`src/design/enn_pkg.sv`:
```
package enn_pkg;

    // Table geometry.
    localparam int ENTRIES   = 64;
    localparam int DIM       = 128;
    localparam int ELEM_BITS = 16;

    localparam int SLOT_W  = $clog2(ENTRIES);
    localparam int CNT_W   = $clog2(ENTRIES + 1);
    localparam int EPOS_W  = $clog2(DIM + 1);
    localparam int EIDX_W  = $clog2(DIM);
    localparam int VADDR_W = $clog2(ENTRIES * DIM);
    localparam int DIFF_W  = ELEM_BITS + 1;
    localparam int SQ_W    = 2 * DIFF_W;
    localparam int DIST_W  = 40;
    localparam int SUM_W   = ((SQ_W > DIST_W) ? SQ_W : DIST_W) + 1;

    // Chain taps: the cells one and two places after the head, whose stored elements are read ahead.
    localparam int IDX1 = 1 % ENTRIES;
    localparam int IDX2 = 2 % ENTRIES;

    localparam logic [DIST_W-1:0] DIST_MAX = '1;

    // Operation codes.
    localparam logic [2:0] OP_ADD    = 3'd0;
    localparam logic [2:0] OP_QUERY  = 3'd1;
    localparam logic [2:0] OP_REMOVE = 3'd2;
    localparam logic [2:0] OP_FIND   = 3'd3;
    localparam logic [2:0] OP_CLEAR  = 3'd4;

    // Status codes.
    localparam logic [1:0] ST_OK      = 2'd0;
    localparam logic [1:0] ST_FULL    = 2'd1;
    localparam logic [1:0] ST_BAD_IDX = 2'd2;
    localparam logic [1:0] ST_MISSING = 2'd3;

    typedef struct packed {
        logic [2:0]         op;
        logic signed [15:0] element;
        logic               last;
        logic [5:0]         position;
        logic [31:0]        wanted_id;
    } t_in_item;

    typedef struct packed {
        logic [1:0]  status;
        logic        found;
        logic [5:0]  entry_position;
        logic [31:0] entry_id;
        logic [39:0] distance_sq;
        logic [6:0]  entry_count;
    } t_out_item;

    // Contents of one chain cell: vector slot, id and running distance.
    typedef struct packed {
        logic [SLOT_W-1:0] slot;
        logic [31:0]       id;
        logic [DIST_W-1:0] psum;
    } t_cell;

    // Control broadcast to every cell.
    typedef struct packed {
        logic              rot;
        logic              rem;
        logic              setid;
        logic [SLOT_W-1:0] pos;
        logic [SLOT_W-1:0] last_idx;
        logic [31:0]       id;
    } t_cell_ctl;

    typedef enum logic [2:0] {
        S_IDLE,
        S_ZFILL,
        S_PRIME0,
        S_PRIME1,
        S_ROT,
        S_EMIT
    } t_state;

    // Sign-extend the 16-bit input element and clamp it to ELEM_BITS.
    function automatic logic signed [ELEM_BITS-1:0] sat_elem(input logic signed [15:0] x);
        logic signed [32:0] v;
        logic signed [32:0] hi;
        logic signed [32:0] lo;
        v  = {{17{x[15]}}, x};
        hi = (33'sd1 <<< (ELEM_BITS - 1)) - 33'sd1;
        lo = -hi - 33'sd1;
        if (v > hi) begin
            v = hi;
        end
        if (v < lo) begin
            v = lo;
        end
        return v[ELEM_BITS-1:0];
    endfunction

    // Flat vector memory address of element e of slot s.
    function automatic logic [VADDR_W-1:0] vaddr(input logic [SLOT_W-1:0] s,
                                                 input logic [EIDX_W-1:0] e);
        logic [31:0] a;
        a = 32'(s) * 32'(DIM) + 32'(e);
        return a[VADDR_W-1:0];
    endfunction

endpackage

```
`src/design/enn_dist.sv`:
```
module enn_dist import enn_pkg::*; (
    input  logic                        i_clk,
    input  logic signed [ELEM_BITS-1:0] i_query,
    input  logic signed [ELEM_BITS-1:0] i_stored,
    output logic [SQ_W-1:0]             o_sq
);

    logic signed [DIFF_W-1:0] w_diff;
    logic [DIFF_W-1:0]        w_mag;
    logic [SQ_W-1:0]          r_sq;

    // Squared difference of one element pair, registered.
    always_comb begin
        w_diff = DIFF_W'(i_query) - DIFF_W'(i_stored);
        w_mag  = (w_diff < 0) ? DIFF_W'(-w_diff) : DIFF_W'(w_diff);
    end

    always_ff @(posedge i_clk) begin
        r_sq <= SQ_W'(w_mag) * SQ_W'(w_mag);
    end

    assign o_sq = r_sq;

endmodule

```
`config.mk`:
```
export PLATFORM = sky130hd
export DESIGN_NAME = enn_dist
export DESIGN_NICKNAME = d
export VERILOG_FILES = /design/src/design/enn_pkg.sv /design/src/design/enn_dist.sv
export SDC_FILE = /design/constraint.sdc
export NUM_CORES = 1
export LEC_CHECK = 0
export BUFFER_PORTS_ARGS = -buffer_cell sky130_fd_sc_hd__buf_4
export CAP_MARGIN = 20
export CORE_UTILIZATION = 58
export CTS_CLUSTER_DIAMETER = 200
export CTS_CLUSTER_SIZE = 28
export DETAILED_ROUTE_END_ITERATION = 7
export GPL_TIMING_DRIVEN = 1
export PLACE_DENSITY = 0.8
export SKIP_CTS_REPAIR_TIMING = 1
export SLEW_MARGIN = 40
export SYNTH_ARGS = -nofsm -noshare
export SYNTH_HDL_FRONTEND = slang
export SYNTH_SLANG_ARGS = --single-unit
```
`constraint.sdc`:
```
create_clock -name i_clk -period 8.1 [get_ports i_clk]
set_input_delay 0.405 -clock i_clk [delete_from_list [all_inputs] [get_ports i_clk]]
set_output_delay 0.405 -clock i_clk [all_outputs]
set_load 0.005 [all_outputs]
```
==> results.cfg <==
[timing]
min_period_ns = 7.98
hold_violations = 0
rsz0062_at_grt = yes
maxSlewViolCount = 0
timing.fmax_mhz = 125
holdWs_ns = 0.816
maxSlewHeadroom_pct = 50.7
tightestPinTransition_ns = 0.735
final.period_utilization_pct = 98.5
setup_viol = 0

[hold_path]
hold-path-cell-count = 5
hold_path_class = in -> reg
min-delay-start = i_query[1]
hold_end = o_sq[2]$_DFF_P_

[critical_path]
cpMostUsedCell = fa_1
required_ns = 8.28
critical_path_arrival_ns = 8.16
setup.worst_path.start = i_query[0]
crit_fanout = 3
crit_type = in -> reg
max_stage_delay_ns = 0.57
critPathCaptureType = flop
crit_path_top_delay_cell = or4_4
worstSetupStartpointType = input pin

[grt]
track_usage_pct = 28.4
grt_pass1_wl_um = 39600
grt-ovfl-total = 0
antenna_found_initial = 0
grt_max_degree = 15
grt_pass1_vias = 8850

[synthesis]
synth-main-ff-cell = dfxtp_1
synth_cell_types = 72
ys_ff_latch = 33
synthArstFlopShare_pct = 0
syn_area_sq_um = 9970
netlist_instances = 1106
synth-edff-count = 0
synth_warnings = 0
syn_avg_cell_area_sq_um = 9.01
seq_area_frac_synth_pct = 6.63

[job]
cap_violations = 0

[clocking]
cts.clk_slew.worst_paths_ns = 0.06
root_buffer = clkbuf_16
htree_levels = 2
cts_tree = built
clock_sinks = 33
cts_buffer_depth = 2
cts_made_buffers = 5

[layout]
largest_reg_flops = 33
drive_gt1_share_pct = 25.1
antennaDiodeCount = 0
fillers = 1134
area_growth_pct = 25.5
final_util_pct = 74.9
fin_cells = 1553
ff_latch_area_sq_um = 661
nets = 1678
multi_input_area_sq_um = 8500

[floorplanning]
coreArea_sq_um = 16700
fp.dieH_um = 133
rows = 47
pin_count = 67
die_w_um = 133
die-area_sq_um = 17700
start_util_pct = 59.7

[place]
globalplace.congestion = 0.962
dp.cells = 1522
port_buffers = 65
dp_hpwl_um = 20100

[status]
status = completed

[routing]
first_pass_iters = 4
vias = 8176
vias_per_cell = 5.26
wl_per_cell_um = 15.7
wirelength_um = 24300
ant_nets = 0
drcViolationCount = 0
dr.first_iter.drc_count = 423
[worst max path at each step]
| stage | endpoint |
|---|---|
| floorplan | o_sq[33]$_DFF_P_ |
| global placement | o_sq[33]$_DFF_P_ |
| detailed placement | o_sq[33]$_DFF_P_ |
| CTS | o_sq[33]$_DFF_P_ |
| global route | o_sq[33]$_DFF_P_ |
| finish | o_sq[33]$_DFF_P_ |
[through the flow]
step,setup slack [ns],TNS [ns],instance area (sq um)
finish,0.122,0,12500
global route,-0.149,-0.360,12500
CTS,-0.135,-0.238,12000
detailed placement,-0.432,-2.86,11800
global placement,-0.189,-0.804,11800
floorplan,0.00294,0,10100
[final cells by class]
type                       count  share of cell area, %
sequential                    33                   5.28
timing repair buffer         229                   14.2
clock buffer                   7                   1.14
clock inverter                 1                  0.240
tap                          220                   2.20
inverter                     298                   8.97
multi-input combinational    765                   68.0
[worst max-delay path: cells and delay by family]
kind / cells / cell delay (ns)
simple gates: 8 / 1.54
compound gates: 10 / 1.77
xor+xnor: 1 / 0.13
fa+ha+maj: 9 / 3.31
buf+inv: 9 / 0.78
mux: 1 / 0.20
[metal layers]
layer  track usage, %  up-vias  wire length [um]
met4             13.0        0              1030
li1                 -     3813                 -
met2             52.6      274             13000
met5                0        -                 0
met1             32.1     4011              9200
met3             3.91       78              1080
[layout by cell type (no fill, tap or decap), types with 10 or more instances in the layout]
cell,instances
nor2_1,63
inv_2,12
o21ai_0,18
inv_1,285
fa_1,192
a21o_1,24
nor2b_1,10
buf_4,221
a21oi_1,32
xnor2_1,35
conb_1,13
xor2_1,11
ha_1,114
dfxtp_1,33
nand2_1,85
[cells by family (layout without fill, tap and decap cells)]
group                    Yosys count  after routing  synth area share, %
buffers and inverters            320            535                 12.3
adder cells (fa/ha/maj)          313            313                 53.8
AND/OR/NAND/NOR                  242            243                 12.2
AO/OA/AOI/OAI                    133            133                 8.96
XOR/XNOR                          62             62                 5.94
flip-flops                        33             33                 6.63
other                              2             13               0.0754
multiplexers                       1              1                0.100
[synthesized netlist by cell type (10+ instances only)]
master    number  area share [%]
buf_2         10            0.50
fa_1         193              39
clkbuf_1      10            0.38
dfxtp_1       33             6.6
a21o_1        24             1.8
xor2_1        14             1.2
a21oi_1       39             2.0
nand2_1       89             3.4
nor2b_1       12            0.75
inv_1        290              11
xnor2_1       43             3.8
o21ai_0       23             1.2
nor2_1        73             2.7
ha_1         120              15
Power is not shown: default switching activity piles up to over one toggle a cycle in this logic, so the estimate is an artifact.
