### src/design/enn_pkg.sv
package enn_pkg;

    // Table geometry.
    localparam int ENTRIES   = 64;
    localparam int DIM       = 128;
    localparam int ELEM_BITS = 16;

    localparam int SLOT_W  = $clog2(ENTRIES);
    localparam int CNT_W   = $clog2(ENTRIES + 1);
    localparam int EPOS_W  = $clog2(DIM + 1);
    localparam int EIDX_W  = $clog2(DIM);
    localparam int VADDR_W = $clog2(ENTRIES * DIM);
    localparam int DIFF_W  = ELEM_BITS + 1;
    localparam int SQ_W    = 2 * DIFF_W;
    localparam int DIST_W  = 40;
    localparam int SUM_W   = ((SQ_W > DIST_W) ? SQ_W : DIST_W) + 1;

    // Chain taps: the cells one and two places after the head, whose stored elements are read ahead.
    localparam int IDX1 = 1 % ENTRIES;
    localparam int IDX2 = 2 % ENTRIES;

    localparam logic [DIST_W-1:0] DIST_MAX = '1;

    // Operation codes.
    localparam logic [2:0] OP_ADD    = 3'd0;
    localparam logic [2:0] OP_QUERY  = 3'd1;
    localparam logic [2:0] OP_REMOVE = 3'd2;
    localparam logic [2:0] OP_FIND   = 3'd3;
    localparam logic [2:0] OP_CLEAR  = 3'd4;

    // Status codes.
    localparam logic [1:0] ST_OK      = 2'd0;
    localparam logic [1:0] ST_FULL    = 2'd1;
    localparam logic [1:0] ST_BAD_IDX = 2'd2;
    localparam logic [1:0] ST_MISSING = 2'd3;

    typedef struct packed {
        logic [2:0]         op;
        logic signed [15:0] element;
        logic               last;
        logic [5:0]         position;
        logic [31:0]        wanted_id;
    } t_in_item;

    typedef struct packed {
        logic [1:0]  status;
        logic        found;
        logic [5:0]  entry_position;
        logic [31:0] entry_id;
        logic [39:0] distance_sq;
        logic [6:0]  entry_count;
    } t_out_item;

    // Contents of one chain cell: vector slot, id and running distance.
    typedef struct packed {
        logic [SLOT_W-1:0] slot;
        logic [31:0]       id;
        logic [DIST_W-1:0] psum;
    } t_cell;

    // Control broadcast to every cell.
    typedef struct packed {
        logic              rot;
        logic              rem;
        logic              setid;
        logic [SLOT_W-1:0] pos;
        logic [SLOT_W-1:0] last_idx;
        logic [31:0]       id;
    } t_cell_ctl;

    typedef enum logic [2:0] {
        S_IDLE,
        S_ZFILL,
        S_PRIME0,
        S_PRIME1,
        S_ROT,
        S_EMIT
    } t_state;

    // Sign-extend the 16-bit input element and clamp it to ELEM_BITS.
    function automatic logic signed [ELEM_BITS-1:0] sat_elem(input logic signed [15:0] x);
        logic signed [32:0] v;
        logic signed [32:0] hi;
        logic signed [32:0] lo;
        v  = {{17{x[15]}}, x};
        hi = (33'sd1 <<< (ELEM_BITS - 1)) - 33'sd1;
        lo = -hi - 33'sd1;
        if (v > hi) begin
            v = hi;
        end
        if (v < lo) begin
            v = lo;
        end
        return v[ELEM_BITS-1:0];
    endfunction

    // Flat vector memory address of element e of slot s.
    function automatic logic [VADDR_W-1:0] vaddr(input logic [SLOT_W-1:0] s,
                                                 input logic [EIDX_W-1:0] e);
        logic [31:0] a;
        a = 32'(s) * 32'(DIM) + 32'(e);
        return a[VADDR_W-1:0];
    endfunction

endpackage

### src/design/enn_cell.sv
module enn_cell import enn_pkg::*; (
    input  logic              i_clk,
    input  logic              i_rst_n,
    input  logic [SLOT_W-1:0] i_idx,
    input  t_cell_ctl         i_ctl,
    input  t_cell             i_next,
    input  t_cell             i_ext,
    output t_cell             o_cell
);

    t_cell r_cell;

    // Each cell starts out owning the vector slot equal to its place in the chain.
    always_ff @(posedge i_clk) begin
        if (!i_rst_n) begin
            r_cell.slot <= i_idx;
        end else if (i_ctl.rot) begin
            r_cell <= i_next;
        end else if (i_ctl.rem) begin
            // Later entries move up; the removed one parks after the last live entry.
            if (i_idx >= i_ctl.pos && i_idx < i_ctl.last_idx) begin
                r_cell <= i_next;
            end else if (i_idx == i_ctl.last_idx) begin
                r_cell <= i_ext;
            end
        end else if (i_ctl.setid && i_idx == i_ctl.last_idx) begin
            r_cell.id <= i_ctl.id;
        end
    end

    assign o_cell = r_cell;

endmodule

### config.mk
export PLATFORM = sky130hd
export DESIGN_NAME = enn_cell
export DESIGN_NICKNAME = d
export VERILOG_FILES = /design/src/design/enn_pkg.sv /design/src/design/enn_cell.sv
export SDC_FILE = /design/constraint.sdc
export NUM_CORES = 1
export LEC_CHECK = 0
export CORE_AREA = 2 2 112 114
export DETAILED_ROUTE_END_ITERATION = 16
export DIE_AREA = 0 0 114 116
export DONT_BUFFER_PORTS = 1
export PLACE_DENSITY = 0.59
export SLEW_MARGIN = 20
export SYNTH_ARGS = -nofsm -noshare
export SYNTH_HDL_FRONTEND = slang
export SYNTH_SLANG_ARGS = --single-unit
### constraint.sdc
create_clock -name i_clk -period 4.8 [get_ports i_clk]
set_input_delay 0.48 -clock i_clk [delete_from_list [all_inputs] [get_ports i_clk]]
set_output_delay 0.48 -clock i_clk [all_outputs]
set_load 0.1 [all_outputs]
==> results.json <==
{
  "cts-hold-fix-buffers": 0,
  "vias": 3137,
  "syn_area_um2": 4650,
  "synth_edf_count": 78,
  "max_freq_ghz": 0.383,
  "core-area_um2": 11900,
  "drv_slew": 0,
  "dp_hpwl_um": 8700,
  "die_y_um": 116,
  "cts_tree": "yes",
  "drc_errors": 0,
  "synth-compound-area-share": 0.213,
  "numCtsBuffers": 9,
  "total_power_mw": 2.47,
  "hold_depth": 1,
  "arrival_ns": 2.69,
  "syn-mean-instance-area_um2": 12.5,
  "grt_setup_unrepaired": "false",
  "largest_reg_flops": 78,
  "fp.dieArea_um2": 13200,
  "tns_ns": 0,
  "yosys.area_share.simple": 0.0721,
  "synth_top_cell_by_area": "edfxtp_1",
  "ys.flop_type": "edfxtp_1",
  "final_util": 0.422,
  "ant_nets": 0,
  "via_per_inst": 6.20,
  "start_util": 0.390,
  "yosysMostFrequentCell": "edfxtp_1",
  "yosys_warnings": 0,
  "wirelength_um": 12200,
  "final_nets": 577,
  "portBuffers": 0,
  "critPathCaptureType": "flop",
  "max_slew_margin": 0.363,
  "whs_ns": 0.365,
  "max-vdd-ir-drop_v": 0.000164,
  "num_rows": 40,
  "htree_levels": 3,
  "period_share": 0.544,
  "dr.pass1.iters": 4,
  "cp_max_fo": 40,
  "drt_iter0_markers": 204,
  "gp_routability_congestion": 0.888,
  "die_w_um": 114,
  "status": "complete, no violations",
  "clock_path_buffers": 2,
  "hold_viol": 0,
  "area_growth_pct": 8.21,
  "critPathKind": "input port to flop",
  "grtUsageTotal": 0.170,
  "path_clk_slew_ns": 0.06,
  "root_buffer": "clkbuf_16",
  "syn_nets": 595,
  "synth_cell_types": 33,
  "drv_cap": 0,
  "cp-start-kind": "input port",
  "synth_common_cells": "78 x edfxtp_1, 39 x mux2_4, 37 x a22oi_1, 37 x nand2_1, 31 x o31ai_1",
  "pin_count": 289,
  "post_cts_buffers": 0,
  "p_leak_nw": 1.82,
  "period_minus_slack_ns": 2.61,
  "hold_path.class": "input port to flop",
  "synth-xor-area-share": 0,
  "antenna_found_initial": 1,
  "crit_required_ns": 4.87,
  "finalSetupViolCount": 0,
  "yosys.area_share.adder": 0.0323,
  "synthMuxAreaShare": 0.128,
  "synth_top_family_by_area": "compound AO/OA/AOI/OAI gates",
  "synthArstFlopShare": 0,
  "drive_above_1_share": 0.249,
  "grt_max_degree": 70,
  "ys_seq_area_frac": 0.504,
  "grt_overflow": 0,
  "clock-sinks": 78,
  "cts-resized-gates": 0,
  "grt_pass1_vias": 3024,
  "synth_seq_cells": 78,
  "worst_pin_slew_ns": 0.955,
  "grt_pass1_wl_um": 16900,
  "synthCells": 372,
  "powerDensity_nw_per_um2": 492,
  "yosys.area.top_type_share": 0.504,
  "wl_per_cell_um": 24.1,
  "synthTopCellsByArea": "edfxtp_1 50%, mux2_4 13%, a22oi_1 6.0%"
}
worst max-delay path, cell delays in order:
cell and delay [ns]:
inv_1 0.03, ha_1 0.26, nand2b_1 0.13, a21oi_2 0.09, o221ai_2 0.47, a21o_2 0.23
buf_4 0.55, mux2_2 0.40
layout make-up:
class                           count  area (um2)
Multi-Input combinational cell    248        2090
Tap cell                          147         184
Sequential cell                    78        2340
Clock inverter                      6        87.6
Fill cell                        1100        6880
Antenna cell                        1        2.50
Inverter                           13        48.8
Clock buffer                        9         225
Timing Repair Buffer                4        50.0
layer usage:
layer / vias up / global-route usage / share of wire
met1: 1476 / 0.191 / 0.37
li1: 1435 / - / -
met5: - / 0 / 0
met4: 0 / 0.0528 / 0.016
met2: 211 / 0.300 / 0.50
met3: 15 / 0.0654 / 0.11
cells in the final DEF (no fill, tap or decap), types with 3 or more instances in the layout:
master and instances:
mux2_4 39, a21oi_1 5, nor2b_1 7, nor2_1 8, a31o_2 17, nand2_1 37, edfxtp_1 78, a31oi_1 6
a22oi_1 37, nand4_1 3, buf_4 3, o21ai_0 7, nor4b_1 6, inv_1 13, a31o_1 14, clkbuf_16 9
o31ai_1 31, ha_1 12
final timing paths:
kind / start / slack, ns / endpoint
worst min-delay path: i_next[24] / 0.37 / o_cell[24]
worst max-delay path: i_idx[0] / 2.19 / o_cell[0]
per-stage QoR:
step	cell area [um2]	instances	worst slack, ns
after global placement	4690	489	1.93
after global routing	5030	506	2.05
after floorplan	4650	372	0.609
final	5030	506	2.19
after detailed placement	4690	489	1.80
after CTS	5000	504	2.12
logic make-up (layout without fill, tap and decap cells):
kind of cell             count (synthesis)  after routing
AO/OA/AOI/OAI                          128            128
flip-flops                              78             78
AND/OR/NAND/NOR                         68             68
buffers and inverters                   46             32
multiplexers                            40             40
adder cells (fa/ha/maj)                 12             12
other                                    0              1
where the power goes:
group	total [mW]	internal (mW)	switching, mW
clock network	0.718	0.452	0.266
registers	1.47	0.862	0.609
logic	0.285	0.139	0.147
total	2.47	1.45	1.02
No activity file was read; power rests on OpenSTA's default activity.
